$ cat config.mk
export PLATFORM = sky130hd
export DESIGN_NAME = v3a_sqrt
export DESIGN_NICKNAME = d
export VERILOG_FILES = /design/src/rtl/v3a_pkg.sv /design/src/rtl/v3a_sqrt.sv
export SDC_FILE = /design/constraint.sdc
export NUM_CORES = 2
export LEC_CHECK = 0
export BUFFER_PORTS_ARGS = -buffer_cell sky130_fd_sc_hd__buf_2
export CAP_MARGIN = 20
export CORE_MARGIN = 5
export CORE_UTILIZATION = 58
export CTS_BUF_LIST = sky130_fd_sc_hd__clkbuf_16
export CTS_CLUSTER_SIZE = 40
export DETAILED_ROUTE_END_ITERATION = 10
export GPL_ROUTABILITY_DRIVEN = 0
export GPL_TIMING_DRIVEN = 0
export MAX_ROUTING_LAYER = met4
export PLACE_DENSITY_LB_ADDON = 0.3
export SYNTH_ARGS = -nofsm -noshare
export SYNTH_HDL_FRONTEND = slang
export SYNTH_SLANG_ARGS = --single-unit
$ cat constraint.sdc
create_clock -name clk -period 3.7 [get_ports clk]
set_clock_uncertainty 0.05 [all_clocks]
set_input_delay 0.555 -clock clk [delete_from_list [all_inputs] [get_ports clk]]
set_output_delay 0.555 -clock clk [all_outputs]
set_load 0.1 [all_outputs]
$ cat src/rtl/v3a_pkg.sv
`default_nettype none
package v3a_pkg;

  localparam int FRAC_BITS = 16;
  localparam int NUM_LANES = 3;
  localparam int LANE_LAT  = 3;
  localparam int MRG_LAT   = 2;
  localparam int SQRT_ITER = 32;
  localparam int SQRT_LAT  = SQRT_ITER + 1;
  localparam int QB        = 33;
  localparam int DIV_LAT   = QB + 1;
  localparam int PIPE_LAT  = LANE_LAT + MRG_LAT + SQRT_LAT + DIV_LAT + 1;

  typedef logic signed [31:0] q_t;
  typedef logic signed [63:0] prod_t;
  typedef logic signed [65:0] wide_t;
  typedef logic        [32:0] len_t;

  typedef enum logic [2:0] {
    FN_ADD     = 3'd0,
    FN_SUB     = 3'd1,
    FN_SCALE   = 3'd2,
    FN_DOT     = 3'd3,
    FN_CROSS   = 3'd4,
    FN_LENGTH  = 3'd5,
    FN_RESCALE = 3'd6
  } func_t;

  localparam q_t    Q_MAX     = 32'sh7FFF_FFFF;
  localparam q_t    Q_MIN     = 32'sh8000_0000;
  localparam wide_t Q_MAX_W   = 66'sd2147483647;
  localparam wide_t Q_MIN_W   = -66'sd2147483648;
  localparam wide_t RND_HALF  = wide_t'(1) <<< (FRAC_BITS - 1);
  localparam len_t  LIM_POS   = 33'h0_7FFF_FFFF;
  localparam len_t  LIM_NEG   = 33'h0_8000_0000;
  localparam len_t  Q_TOP     = 33'h1_0000_0000;

  typedef struct packed {
    logic [2:0] func;
    q_t a_x;
    q_t a_y;
    q_t a_z;
    q_t b_x;
    q_t b_y;
    q_t b_z;
    q_t k_scalar;
  } in_t;

  typedef struct packed {
    q_t   r_x;
    q_t   r_y;
    q_t   r_z;
    q_t   r_scalar;
    logic saturated;
    logic zero_length;
  } out_t;

  typedef struct packed {
    q_t   val;
    logic sat;
  } sat_t;

  typedef struct packed {
    logic [2:0] func;
    q_t         vec;
    logic       sat;
    prod_t      p1;
    prod_t      p2;
  } lane_t;

  typedef struct packed {
    logic [2:0]       func;
    q_t [2:0]         vec;
    logic             vsat;
    q_t               dot;
    logic             dsat;
    logic [2:0][63:0] n;
    logic [63:0]      sq;
  } mrg_t;

  typedef struct packed {
    logic [2:0] func;
    q_t [2:0]   vec;
    logic       vsat;
    q_t         dot;
    logic       dsat;
    len_t       len;
  } aln_t;

  function automatic sat_t clamp_w(wide_t v);
    sat_t r;
    r.val = v[31:0];
    r.sat = 1'b0;
    if (v > Q_MAX_W) begin
      r.val = Q_MAX;
      r.sat = 1'b1;
    end else if (v < Q_MIN_W) begin
      r.val = Q_MIN;
      r.sat = 1'b1;
    end
    return r;
  endfunction

  // Round to nearest, ties upward, dropping the extra fraction bits.
  function automatic wide_t round_w(wide_t v);
    return (v + RND_HALF) >>> FRAC_BITS;
  endfunction

endpackage
`default_nettype wire

$ cat src/rtl/v3a_sqrt.sv
`default_nettype none
module v3a_sqrt (
  input  logic          clk,
  input  logic          en,
  input  logic [63:0]   sq,
  output v3a_pkg::len_t len_o
);
  import v3a_pkg::*;

  logic [63:0] rem_r    [SQRT_ITER];
  logic [63:0] root_r   [SQRT_ITER];
  logic [63:0] rem_src  [SQRT_ITER];
  logic [63:0] root_src [SQRT_ITER];
  logic [63:0] rem_nxt  [SQRT_ITER];
  logic [63:0] root_nxt [SQRT_ITER];
  logic [63:0] trial    [SQRT_ITER];
  len_t        len_r, len_nxt;

  // One result bit per stage, from the top pair of bits down.
  always_comb begin
    rem_src[0]  = sq;
    root_src[0] = '0;
    for (int i = 1; i < SQRT_ITER; i++) begin
      rem_src[i]  = rem_r[i-1];
      root_src[i] = root_r[i-1];
    end
    for (int i = 0; i < SQRT_ITER; i++) begin
      trial[i] = root_src[i] + (64'd1 << (62 - 2 * i));
      if (rem_src[i] >= trial[i]) begin
        rem_nxt[i]  = rem_src[i] - trial[i];
        root_nxt[i] = (root_src[i] >> 1) + (64'd1 << (62 - 2 * i));
      end else begin
        rem_nxt[i]  = rem_src[i];
        root_nxt[i] = root_src[i] >> 1;
      end
    end
    // Round to nearest.
    len_nxt = len_t'(root_r[SQRT_ITER-1][31:0])
            + len_t'(rem_r[SQRT_ITER-1] > root_r[SQRT_ITER-1]);
  end

  always_ff @(posedge clk) begin
    if (en) begin
      for (int i = 0; i < SQRT_ITER; i++) begin
        rem_r[i]  <= rem_nxt[i];
        root_r[i] <= root_nxt[i];
      end
      len_r <= len_nxt;
    end
  end

  assign len_o = len_r;

endmodule
`default_nettype wire

==> summary.txt <==
Job
  – Max Cap Viol: 0

GRT
  – Total GRT Usage: 26.2%
  – First-pass GRT wire length: 462 mm
  – Number of global-route vias before repair: 83100
  – Initial antenna violation count: 25
  – Largest net degree at the start of global routing: 198
  – GRT overflow: 0

Power
  – Final Power: 89000 µW
  – Power Dens Cells: 613 mW/mm²
  – VDD IR-drop max: 0.553 mV
  – Leak: 0.0548 µW

Clock network
  – CTS buffer count: 285
  – Clk Latency, worst-skew pair: 0.92 ns
  – CTS tree: done
  – CTS sink cnt: 2609
  – Clock root buffer master: clkbuf_16
  – H-tree lvl count: 5
  – Longest Clk Path Bufs: 4
  – Reg clk slew, reported paths: 0.06 ns

Setup path
  – Kind of critical path: reg -> reg
  – Setup crit start kind: register
  – FF-to-FF Start: root_r[1][860]$_DFFE_PP_
  – CP Data Arrival Time: 4.65 ns
  – Capturing point of the worst reg2reg path: rem_r[1][955]$_DFFE_PP_
  – Register-to-register setup slack: -0.21 ns
  – WP data required: 4.44 ns
  – Worst setup startpoint: root_r[1][860]$_DFFE_PP_
  – Worst setup EP type: register
  – Cells on worst reg2reg path: 14
  – Crit-path max FO: 5

Outcome
  – Status: finished with violations
  – Failing checks: negative setup slack

Detailed routing
  – Initial DRT Pass Iterations: 9
  – Routed wire length: 306 mm
  – Vias per inst: 6.21
  – # DRC: 0
  – Vias: 86300
  – DR WL/cell: 22.0 µm
  – Routed Antenna Nets: 0
  – DR iter-0 viols: 10300

Floorplanning
  – # rows: 171
  – Die Ht: 477 µm
  – Die X: 477 µm
  – Starting Density: 58.3%
  – Die area: 0.228 mm²
  – Ports: 99
  – Core ar.: 0.217 mm²

Synth
  – Synth Cell Area: 0.127 mm²
  – Syn Nets: 10900
  – Mapped Cells: 10300
  – Post-synthesis cell type count: 89
  – Sequential area share after synthesis: 61.8%
  – Synthesized area per cell: 12.4 µm²
  – Ys flop type: edfxtp_1
  – EDFF count, synth: 2609
  – Warnings, synthesis: 0
  – Number of synthesized register bits: 2609
  – Async set-reset flop share out of synthesis: 0%

Final layout
  – Layout cells sized above 1: 11.9%
  – Synthesis-to-layout area growth: 14.5%
  – Most frequent cells in the layout: edfxtp_1, inv_1, nand2_1
  – Flip-flop and latch area: 0.0783 mm²
  – Most common cell after layout, fill and taps aside: edfxtp_1
  – Area of the multi-input gates: 0.0477 mm²
  – Filler cells: 14700
  – Nets: 11500

Hold path
  – Hold Crit Class: in -> reg
  – Hold path endpoint: rem_r[0][1014]$_DFFE_PP_
  – Hold Path Stages: 1
  – Hold Path Origin: en

Timing
  – Least-Margin Pin Slew: 1.32 ns
  – Final WS setup: -0.213 ns
  – Slew Limit Fails: 0
  – RSZ-0062 raised after global routing: yes
  – Fin crit period: 3.91 ns
  – Final setup viols: 44
  – Fin crit share: 106%
  – Setup TNS: -3.16 ns
  – Peak Freq: 256 MHz
  – Worst slew margin: 11.4%
  – Final hold violation count: 0

Placed design
  – DPL Wire Length: 215 mm
  – Input/output buffers: 98
==> cell usage after synthesis, types with 55 or more instances <==
library cell	n	share of area [%]
a21o_1	264	1.6
edfxtp_1	2609	62
nor4_1	342	1.7
ha_1	595	5.9
nand3_1	167	0.66
nand2_1	687	2.0
inv_1	735	2.2
or3_1	120	0.59
o21bai_1	55	0.33
a21oi_1	677	2.7
clkbuf_1	188	0.56
nor2_1	685	2.0
nand4_1	162	0.80
mux2_2	70	0.62
or4_1	80	0.47
xor2_1	455	3.1
o21ai_0	477	1.9
nor2b_1	77	0.38
nand2b_1	125	0.62
nor3_1	302	1.2
o21a_1	93	0.55
xnor2_1	521	3.6
==> stage by stage <==
step                      utilization, %  setup WS, ns  instance area [µm²]  std cells  hold slack, ns
after global routing                66.8        -0.327               145000      13900           0.125
after detailed placement            60.4         -1.80               131000      13200           0.379
final                               66.8        -0.213               145000      13900           0.117
after CTS                           65.6      -0.00609               142000      13800          0.0980
after global placement              60.2        -37.35               131000      13200           0.374
after floorplan                        -         0.117               127000      10300           0.367
==> critical path: stages (launching register included) <==
cell and delay [ns]:
edfxtp_1 0.39, inv_1 0.07, ha_1 0.29, buf_6 0.11, or3b_4 0.40, nor4_4 0.39, a41oi_2 0.28, or4b_4 0.30
nor3_4 0.04, and2_4 0.20, or4b_4 0.51, nand2b_4 0.20, clkbuf_16 0.18, nor3_4 0.15, xor2_1 0.21
==> flip-flops by register name, indices dropped and copies added (netlist names) <==
name    cells
rem_r    2048
root_r    528
len_o      33
==> area by class of cell <==
cell class                      instances  area share [%]
Multi-Input combinational cell       6689            32.9
Buffer                                168           0.654
Sequential cell                      2609            54.0
Clock buffer                          289            4.98
Inverter                              737            1.92
Tap cell                             2854            2.46
Timing Repair Buffer                  335            2.00
Antenna cell                           16          0.0276
Clock inverter                        187            1.05
==> kinds of logic after synthesis <==
family                   after synthesis  share of synthesized area [%]
AO/OA/AOI/OAI                       1974                           9.58
XOR/XNOR                             976                           6.75
adder cells (fa/ha/maj)              595                           5.88
buffers and inverters                958                           2.86
flip-flops                          2609                           61.8
multiplexers                          77                          0.677
AND/OR/NAND/NOR                     3066                           12.4
==> report_power, final <==
group / internal (µW) / switching [µW] / leakage, µW
clock: 15800 / 11100 / 0.00445
combinational: 8740 / 12400 / 0.0252
sequential: 37800 / 3100 / 0.0251
==> how the worst max path moves through the flow <==
| stage | endpoint | slack [ns] |
|---|---|---|
| final | rem_r[1][955]$_DFFE_PP_ | -0.21 |
| after global routing | len_o[25]$_DFFE_PP_ | -0.33 |
| after CTS | rem_r[1][943]$_DFFE_PP_ | -0.006 |
| after detailed placement | rem_r[1][422]$_DFFE_PP_ | -1.80 |
| after global placement | rem_r[1][994]$_DFFE_PP_ | -37.35 |
| after floorplan | rem_r[1][951]$_DFFE_PP_ | 0.12 |
==> routing by layer <==
layer	share of wire [%]	up-vias	global-route usage (%)
met2	49	3999	43.3
li1	-	39400	-
met3	8.2	806	4.39
met1	39	42000	33.5
met4	3.4	0	8.28
met5	0	-	-
==> timing repair <==
item,in CTS,in global routing
pin swaps,42,88
hold buffers,64,0
setup endpoints to repair,773,663
gates cloned,0,5
gates resized for setup,335,470
buffers inserted,57,91
hold endpoints to repair,64,0
(Power assumes the default switching activity.)
