<file path="config.mk">
export PLATFORM = sky130hd
export DESIGN_NAME = v3a_merge
export DESIGN_NICKNAME = d
export VERILOG_FILES = /design/src/rtl/v3a_pkg.sv /design/src/rtl/v3a_merge.sv
export SDC_FILE = /design/constraint.sdc
export NUM_CORES = 1
export LEC_CHECK = 0
export BUFFER_PORTS_ARGS = -buffer_cell sky130_fd_sc_hd__buf_2
export CORE_AREA = 4 4 345 347
export CTS_BUF_LIST = sky130_fd_sc_hd__clkbuf_16
export DETAILED_ROUTE_END_ITERATION = 12
export DIE_AREA = 0 0 349 351
export GPL_TIMING_DRIVEN = 0
export PLACE_DENSITY = 0.49
export REMOVE_ABC_BUFFERS = 1
export SLEW_MARGIN = 20
export SYNTH_ARGS = -nofsm -noshare
export SYNTH_HDL_FRONTEND = slang
export SYNTH_SLANG_ARGS = --single-unit
</file>
<file path="constraint.sdc">
create_clock -name clk -period 4.9 [get_ports clk]
set_input_delay 0.49 -clock clk [delete_from_list [all_inputs] [get_ports clk]]
set_output_delay 0.49 -clock clk [all_outputs]
set_load 0.005 [all_outputs]
</file>
<file path="src/rtl/v3a_pkg.sv">
`default_nettype none
package v3a_pkg;

  localparam int FRAC_BITS = 16;
  localparam int NUM_LANES = 3;
  localparam int LANE_LAT  = 3;
  localparam int MRG_LAT   = 2;
  localparam int SQRT_ITER = 32;
  localparam int SQRT_LAT  = SQRT_ITER + 1;
  localparam int QB        = 33;
  localparam int DIV_LAT   = QB + 1;
  localparam int PIPE_LAT  = LANE_LAT + MRG_LAT + SQRT_LAT + DIV_LAT + 1;

  typedef logic signed [31:0] q_t;
  typedef logic signed [63:0] prod_t;
  typedef logic signed [65:0] wide_t;
  typedef logic        [32:0] len_t;

  typedef enum logic [2:0] {
    FN_ADD     = 3'd0,
    FN_SUB     = 3'd1,
    FN_SCALE   = 3'd2,
    FN_DOT     = 3'd3,
    FN_CROSS   = 3'd4,
    FN_LENGTH  = 3'd5,
    FN_RESCALE = 3'd6
  } func_t;

  localparam q_t    Q_MAX     = 32'sh7FFF_FFFF;
  localparam q_t    Q_MIN     = 32'sh8000_0000;
  localparam wide_t Q_MAX_W   = 66'sd2147483647;
  localparam wide_t Q_MIN_W   = -66'sd2147483648;
  localparam wide_t RND_HALF  = wide_t'(1) <<< (FRAC_BITS - 1);
  localparam len_t  LIM_POS   = 33'h0_7FFF_FFFF;
  localparam len_t  LIM_NEG   = 33'h0_8000_0000;
  localparam len_t  Q_TOP     = 33'h1_0000_0000;

  typedef struct packed {
    logic [2:0] func;
    q_t a_x;
    q_t a_y;
    q_t a_z;
    q_t b_x;
    q_t b_y;
    q_t b_z;
    q_t k_scalar;
  } in_t;

  typedef struct packed {
    q_t   r_x;
    q_t   r_y;
    q_t   r_z;
    q_t   r_scalar;
    logic saturated;
    logic zero_length;
  } out_t;

  typedef struct packed {
    q_t   val;
    logic sat;
  } sat_t;

  typedef struct packed {
    logic [2:0] func;
    q_t         vec;
    logic       sat;
    prod_t      p1;
    prod_t      p2;
  } lane_t;

  typedef struct packed {
    logic [2:0]       func;
    q_t [2:0]         vec;
    logic             vsat;
    q_t               dot;
    logic             dsat;
    logic [2:0][63:0] n;
    logic [63:0]      sq;
  } mrg_t;

  typedef struct packed {
    logic [2:0] func;
    q_t [2:0]   vec;
    logic       vsat;
    q_t         dot;
    logic       dsat;
    len_t       len;
  } aln_t;

  function automatic sat_t clamp_w(wide_t v);
    sat_t r;
    r.val = v[31:0];
    r.sat = 1'b0;
    if (v > Q_MAX_W) begin
      r.val = Q_MAX;
      r.sat = 1'b1;
    end else if (v < Q_MIN_W) begin
      r.val = Q_MIN;
      r.sat = 1'b1;
    end
    return r;
  endfunction

  // Round to nearest, ties upward, dropping the extra fraction bits.
  function automatic wide_t round_w(wide_t v);
    return (v + RND_HALF) >>> FRAC_BITS;
  endfunction

endpackage
`default_nettype wire

</file>
<file path="src/rtl/v3a_merge.sv">
`default_nettype none
module v3a_merge (
  input  logic           clk,
  input  logic           en,
  input  v3a_pkg::lane_t lane_i [3],
  output v3a_pkg::mrg_t  mrg_o
);
  import v3a_pkg::*;

  mrg_t  m1_r, m1_nxt, mrg_r, mrg_nxt;
  wide_t dsum_r, dsum_nxt;
  sat_t  dres;

  always_comb begin
    m1_nxt      = '0;
    m1_nxt.func = lane_i[0].func;
    for (int i = 0; i < NUM_LANES; i++) begin
      m1_nxt.vec[i] = lane_i[i].vec;
      m1_nxt.n[i]   = lane_i[i].p2;
    end
    m1_nxt.vsat = lane_i[0].sat | lane_i[1].sat | lane_i[2].sat;
    // Squares are never negative, so the plain bits add up the length sum.
    m1_nxt.sq   = lane_i[0].p1[63:0] + lane_i[1].p1[63:0] + lane_i[2].p1[63:0];
    dsum_nxt    = wide_t'(lane_i[0].p1) + wide_t'(lane_i[1].p1) + wide_t'(lane_i[2].p1);
  end

  always_comb begin
    dres    = clamp_w(round_w(dsum_r));
    mrg_nxt = m1_r;
    if (m1_r.func == FN_DOT) begin
      mrg_nxt.dot  = dres.val;
      mrg_nxt.dsat = dres.sat;
    end
  end

  always_ff @(posedge clk) begin
    if (en) begin
      m1_r   <= m1_nxt;
      dsum_r <= dsum_nxt;
      mrg_r  <= mrg_nxt;
    end
  end

  assign mrg_o = mrg_r;

endmodule
`default_nettype wire

</file>
==> results.ini, run 1 <==
[run_status]
status=completed

[global_route]
grt_max_degree=104
grt_pass1_vias=19170
overflow=0
antenna_found_initial=18
grt_pass1_wl_um=129900
gr-usage-all-layers_pct=14.42

[die]
ioPinCount=883
start_util_pct=24.94
die_area_um2=122500
die_w_um=349
row_count=125
die_y_um=351
coreArea_um2=115900

[synthesis]
synth-simple-area-share_pct=5.225
syn_area_um2=28900
ys_warn_count=0
synth_top_family_by_area=adder cells
avgSynthCellArea_um2=18.11
synth_edf_count=747
synthArstFlopShare_pct=0
synthAdderAreaFrac_pct=7.316
ys_ff_latch=747
synth_seq_area_share_pct=77.61
syn_inst=1596
synth-main-ff-cell=edfxtp_1
synthXorXnorAreaFrac_pct=2.940
muxShareOfSynthArea_pct=0.07360
yosysUniqueCellTypes=71
synth_compound_area_share_pct=5.896

[pwr]
swShare_pct=26.57
p_total_w=0.01729
p_int_w=0.01270
pwr-share-seq_pct=47.9
p_clk_share_pct=36.9
p_leak_nw=16.12
power.density_nw_per_um2=420.7
power_frac_comb_pct=15.3
peakVddDrop_mv=0.2450
power.switching_w=0.004594

[detailed_routing]
drc=0
wl_um=92430
dr_total_vias=18680
wl_per_cell_um=20.86
drt-initial-drc-count=1281
drtAntennaViolNets=0
via_per_inst=4.215
first_pass_iters=5

[placement]
postPlaceCellArea_um2=35320
port_buffers=876
place_congestion=0.8763
dp_cells=3972
post-dp-hpwl_um=70970

[worst_setup_path]
startpoint_type=primary input
crit_required_ns=5.29
critPathMaxFanout=4
crit_path_end_kind=register
crit_arrival_ns=4.54
reg2reg_setup_slack_ns=0.84
critPathKind=primary input to register

[finish]
fillers=11270
final_nets=3450
area.growth.synth_to_final_pct=42.21
fin_util_pct=35.47
final_design_area_no_fill_um2=41100
drive_gt1_share_pct=36.05
instances_no_fill=4431

[timing]
relSlewSlack_pct=35.15
post-route-min-period_ns=4.153
finalSetupTns_ns=0
rsz0062_at_grt=no
drv_slew=0
fin_skew_ns=0.02751
finalCritPeriodShare_pct=84.75
finalSetupViolCount=0
fmax_mhz=240.8
worst_pin_slew_ns=0.9691
hold_viol_final=0

[min_path]
hold_path.class=primary input to register

[run]
maxCapViolCount=0

[cts]
cts_made_buffers=87
cts_max_level=3
clk_latency_ns=0.65
clock_sinks=747
path_clk_slew_ns=0.06
cts-root-buf=clkbuf_16
ctsResizeCount=0
cts_tree=built
clk_path_buf_depth=3

## metrics by stage
step | setup WS [ns] | hold WS (ns)
after floorplan | 1.324 | 0.4003
final | 0.7470 | 0.08571
after global placement | -8.778 | 0.4001
after global routing | 0.3062 | 0.02537
after detailed placement | 0.2115 | 0.4045
after CTS | 0.4792 | 0.02025
## layout by cell type (no fill, tap or decap), types with 19 or more instances in the layout
| master | netlist | final |
|---|---|---|
| ha_1 | 65 | 65 |
| a21oi_1 | 75 | 75 |
| xor2_1 | 45 | 45 |
| o21ai_1 | 29 | 29 |
| o21ai_0 | 39 | 39 |
| o21bai_1 | 19 | 19 |
| a21o_1 | 29 | 29 |
| dlygate4sd3_1 | 0 | 289 |
| nand4_1 | 21 | 21 |
| buf_2 | 2 | 875 |
| nand2_1 | 76 | 75 |
| xnor2_1 | 52 | 52 |
| nand3_1 | 41 | 41 |
| and3_1 | 19 | 19 |
| nor2_1 | 52 | 52 |
| fa_1 | 65 | 65 |
| clkinv_1 | 0 | 19 |
| inv_1 | 30 | 43 |
| edfxtp_1 | 747 | 747 |
| clkbuf_16 | 0 | 88 |
## Yosys cell counts (5+ instances only)
cell      count  share of area, %
a211oi_1     12              0.31
a21o_1       29              0.75
a21oi_1      75               1.3
a31o_2        6              0.18
a31oi_1       8              0.17
and3_1       19              0.41
and4_1        7              0.21
clkbuf_1     28              0.36
edfxtp_1    747                78
fa_1         65               4.5
ha_1         65               2.8
inv_1        30              0.39
nand2_1      76              0.99
nand2b_1      6              0.13
nand3_1      41              0.71
nand4_1      21              0.45
nor2_1       52              0.68
nor3_1       13              0.23
nor4_1       13              0.28
o21a_1        8              0.21
o21ai_0      39              0.68
o21ai_1      29              0.50
o21bai_1     19              0.49
o31ai_1       7              0.18
or2_2         5              0.11
or3_1         6              0.13
xnor2_1      52               1.6
xor2_1       45               1.4
## timing repair
item	CTS	global route
endpoints found under the hold margin	289	0
hold buffers	289	0
buffers inserted	0	0
## power by group through the flow
stage | Sequential [W] | Combinational [W] | Clock [W]
floorplan | 0.00830 | 0.00121 | 0
CTS | 0.00828 | 0.00269 | 0.00664
global route | 0.00835 | 0.00291 | 0.00693
finish | 0.00828 | 0.00264 | 0.00637
detailed placement | 0.00841 | 0.00246 | 0
global placement | 0.00855 | 0.00243 | 0
## critical path: stages
cell	delay, ns
buf_2	0.11
fa_1	0.51
ha_1	0.33
a211oi_1	0.38
and4bb_2	0.29
a211oi_2	0.40
o21ai_0	0.30
a21oi_1	0.57
o21a_1	0.39
o31ai_1	0.26
a221oi_1	0.40
xnor2_1	0.10
## registers in the layout, indices dropped and copies added, names as in the netlist
signal / cells
dsum_r: 3
m1_r: 355
mrg_o: 389
## routing by layer
metal	share of wire (%)	GRT usage, %	vias up	routed length, um
li1	-	-	8688	-
met1	39	16.85	9154	35640
met2	52	26.11	710	48000
met3	7.2	3.588	109	6699
met4	2.2	4.339	14	2012
met5	0.097	0	-	90
## cell type report
| cell class | instances | area (um^2) | area share (%) |
|---|---|---|---|
| timing repair buffer | 1176 | 7561 | 18.40 |
| tap | 1524 | 1907 | 4.639 |
| sequential | 747 | 22430 | 54.58 |
| multi-input combinational | 784 | 6202 | 15.09 |
| clock buffer | 88 | 2202 | 5.358 |
| inverter | 30 | 112.6 | 0.2740 |
| antenna | 8 | 20.02 | 0.04871 |
| clock inverter | 74 | 665.6 | 1.619 |
## cells by family after synthesis
logic type      count (synthesis)
compound gates                268
mux                             2
xor+xnor                       97
buf+inv                        65
fa+ha+maj                     130
simple gates                  287
flops                         747
## worst paths after layout
kind | from | endpoint | cells past startpoint
max reg2reg | m1_r[21] | mrg_o[287] | 10
min | lane_i[56] | m1_r[248] | 1
max | lane_i[66] | m1_r[56] | 12
min reg2reg | m1_r[359] | mrg_o[359] | 0
Note: power is estimated with default switching activity, not from simulation.
==> inputs of run 2 (changes only) <==
==> constraint.sdc (replaced) <==
create_clock -name clk -period 3.9 [get_ports clk]
set_input_delay 0.39 -clock clk [delete_from_list [all_inputs] [get_ports clk]]
set_output_delay 0.39 -clock clk [all_outputs]
set_load 0.005 [all_outputs]
==> results.ini, run 2 (synthesized netlist as in run 1, its figures left out) <==
[run_status]
status=completed

[timing]
worst_pin_slew_ns=0.8190
rsz0062_at_grt=no
relSlewSlack_pct=44.93
finalCritPeriodShare_pct=96.87
finalSetupViolCount=0
fmax_mhz=264.7
drv_slew=0
fin_ws_ns=0.1219
post-route-min-period_ns=3.778
fin_skew_ns=0.02786
hold_viol_final=0

[global_route]
grtUsageMet3_pct=3.594
top_usage_layer=met2
grt_pass1_vias=19170
use_met1_pct=16.86
antenna_found_initial=18
grt_pass1_wl_um=130000
met2_usage_pct=26.10
gr-usage-all-layers_pct=14.42
grt_max_degree=104
overflow=0

[worst_setup_path]
crit_required_ns=4.29
critPathKind=primary input to register
crit_arrival_ns=4.17
ff2ff_path_depth=10
critPathMaxFanout=4
crit_path_end_kind=register
startpoint_type=primary input
crit_start=lane_i[66]
reg2reg_setup_slack_ns=0.28
r2r-start=m1_r[21]
r2r-end=mrg_o[287]

[die]
row_count=125
die_y_um=351
start_util_pct=24.94
die_w_um=349
ioPinCount=883
coreArea_um2=115900
die_area_um2=122500

[pwr]
pwr-share-seq_pct=47.8
swShare_pct=26.61
p_int_w=0.01596
power_frac_comb_pct=15.3
peakVddDrop_mv=0.3083
p_clk_share_pct=36.9
power.density_nw_per_um2=527.9
power.switching_w=0.005786
p_leak_nw=16.15

[detailed_routing]
dr_total_vias=18670
drt-initial-drc-count=1284
drtAntennaViolNets=0
wl_um=92460
first_pass_iters=5
wl_per_cell_um=20.82
via_per_inst=4.205
drc=0

[min_path]
min_from=en
whs_path_depth=1
hold_path.class=primary input to register
min_to=m1_r[238]

[placement]
dp_cells=3972
port_buffers=876
dpl_worst_slack_ns=-0.6885
post-dp-hpwl_um=70970
place_congestion=0.8763

[cts]
cts-root-buf=clkbuf_16
cts_made_buffers=87
cts_max_level=3
clk_latency_ns=0.65
clock_sinks=747
path_clk_slew_ns=0.06
clk_path_buf_depth=3
cts_tree=built

[finish]
mostFrequentLayoutCells=875 x buf_2, 747 x edfxtp_1, 291 x dlygate4sd3_1
regArea_um2=22430
largest_register_ffs=389
layout_commonest_cell=buf_2
drive_gt1_share_pct=36.24
multiInputGateArea_um2=6236
final_nets=3454
instances_no_fill=4440
fin_util_pct=35.54
fillers=11250
area.growth.synth_to_final_pct=42.50

[run]
maxCapViolCount=0

[run 2: power by group through the flow]
stage               logic (W)  registers, W  clock network (W)
floorplan             0.00152        0.0104                  0
global placement      0.00305        0.0107                  0
detailed placement    0.00309        0.0106                  0
CTS                   0.00338        0.0104            0.00835
global route          0.00366        0.0105            0.00871
finish                0.00333        0.0104            0.00802
[run 2: what timing repair did]
| action | in CTS | in global routing |
|---|---|---|
| resized for setup | 4 | 4 |
| hold buffers | 291 | 0 |
| setup endpoints to repair | 32 | 20 |
| pin swaps | 0 | 0 |
| setup buffers | 0 | 2 |
| endpoints found under the hold margin | 291 | 0 |
[run 2: worst max path at each step]
stage,to,depth (start not counted)
global placement,m1_r[189],1
floorplan,dsum_r[63],13
global route,mrg_o[287],10
detailed placement,m1_r[56],12
finish,m1_r[56],12
CTS,m1_r[56],12
[run 2: layout make-up]
class                   count  area share (%)
diodes                     13         0.07899
clock buffers              88           5.347
clock inverters            74           1.616
inverters                  30          0.2734
multi-input cells         784           15.14
flip-flops and latches    747           54.47
well taps                1524           4.630
repair buffers           1180           18.44
[run 2: critical path: stages]
cell,delay (ns)
buf_2,0.11
fa_1,0.52
ha_1,0.33
a211oi_1,0.39
and4bb_2,0.29
a211oi_2,0.41
o21ai_1,0.25
a21oi_2,0.37
o21a_1,0.35
o31ai_1,0.26
a221oi_1,0.40
xnor2_1,0.10
[run 2: per-stage QoR]
stage	total power, W	TNS (ns)	hold WS [ns]	cell area, um^2
finish	0.02174	0	0.09610	41180
global route	0.02286	0	0.03990	41160
CTS	0.02214	0	0.02089	41120
detailed placement	0.01366	-18.73	0.4045	35320
global placement	0.01379	-7196.87	0.4001	35030
floorplan	0.01195	0	0.4003	28740
[run 2: per-layer routing]
layer  vias to the layer above  wire length, um
li1                       8708                -
met1                      9140            35420
met2                       698            47970
met3                       111             6940
met4                        14             2032
met5                         -               89
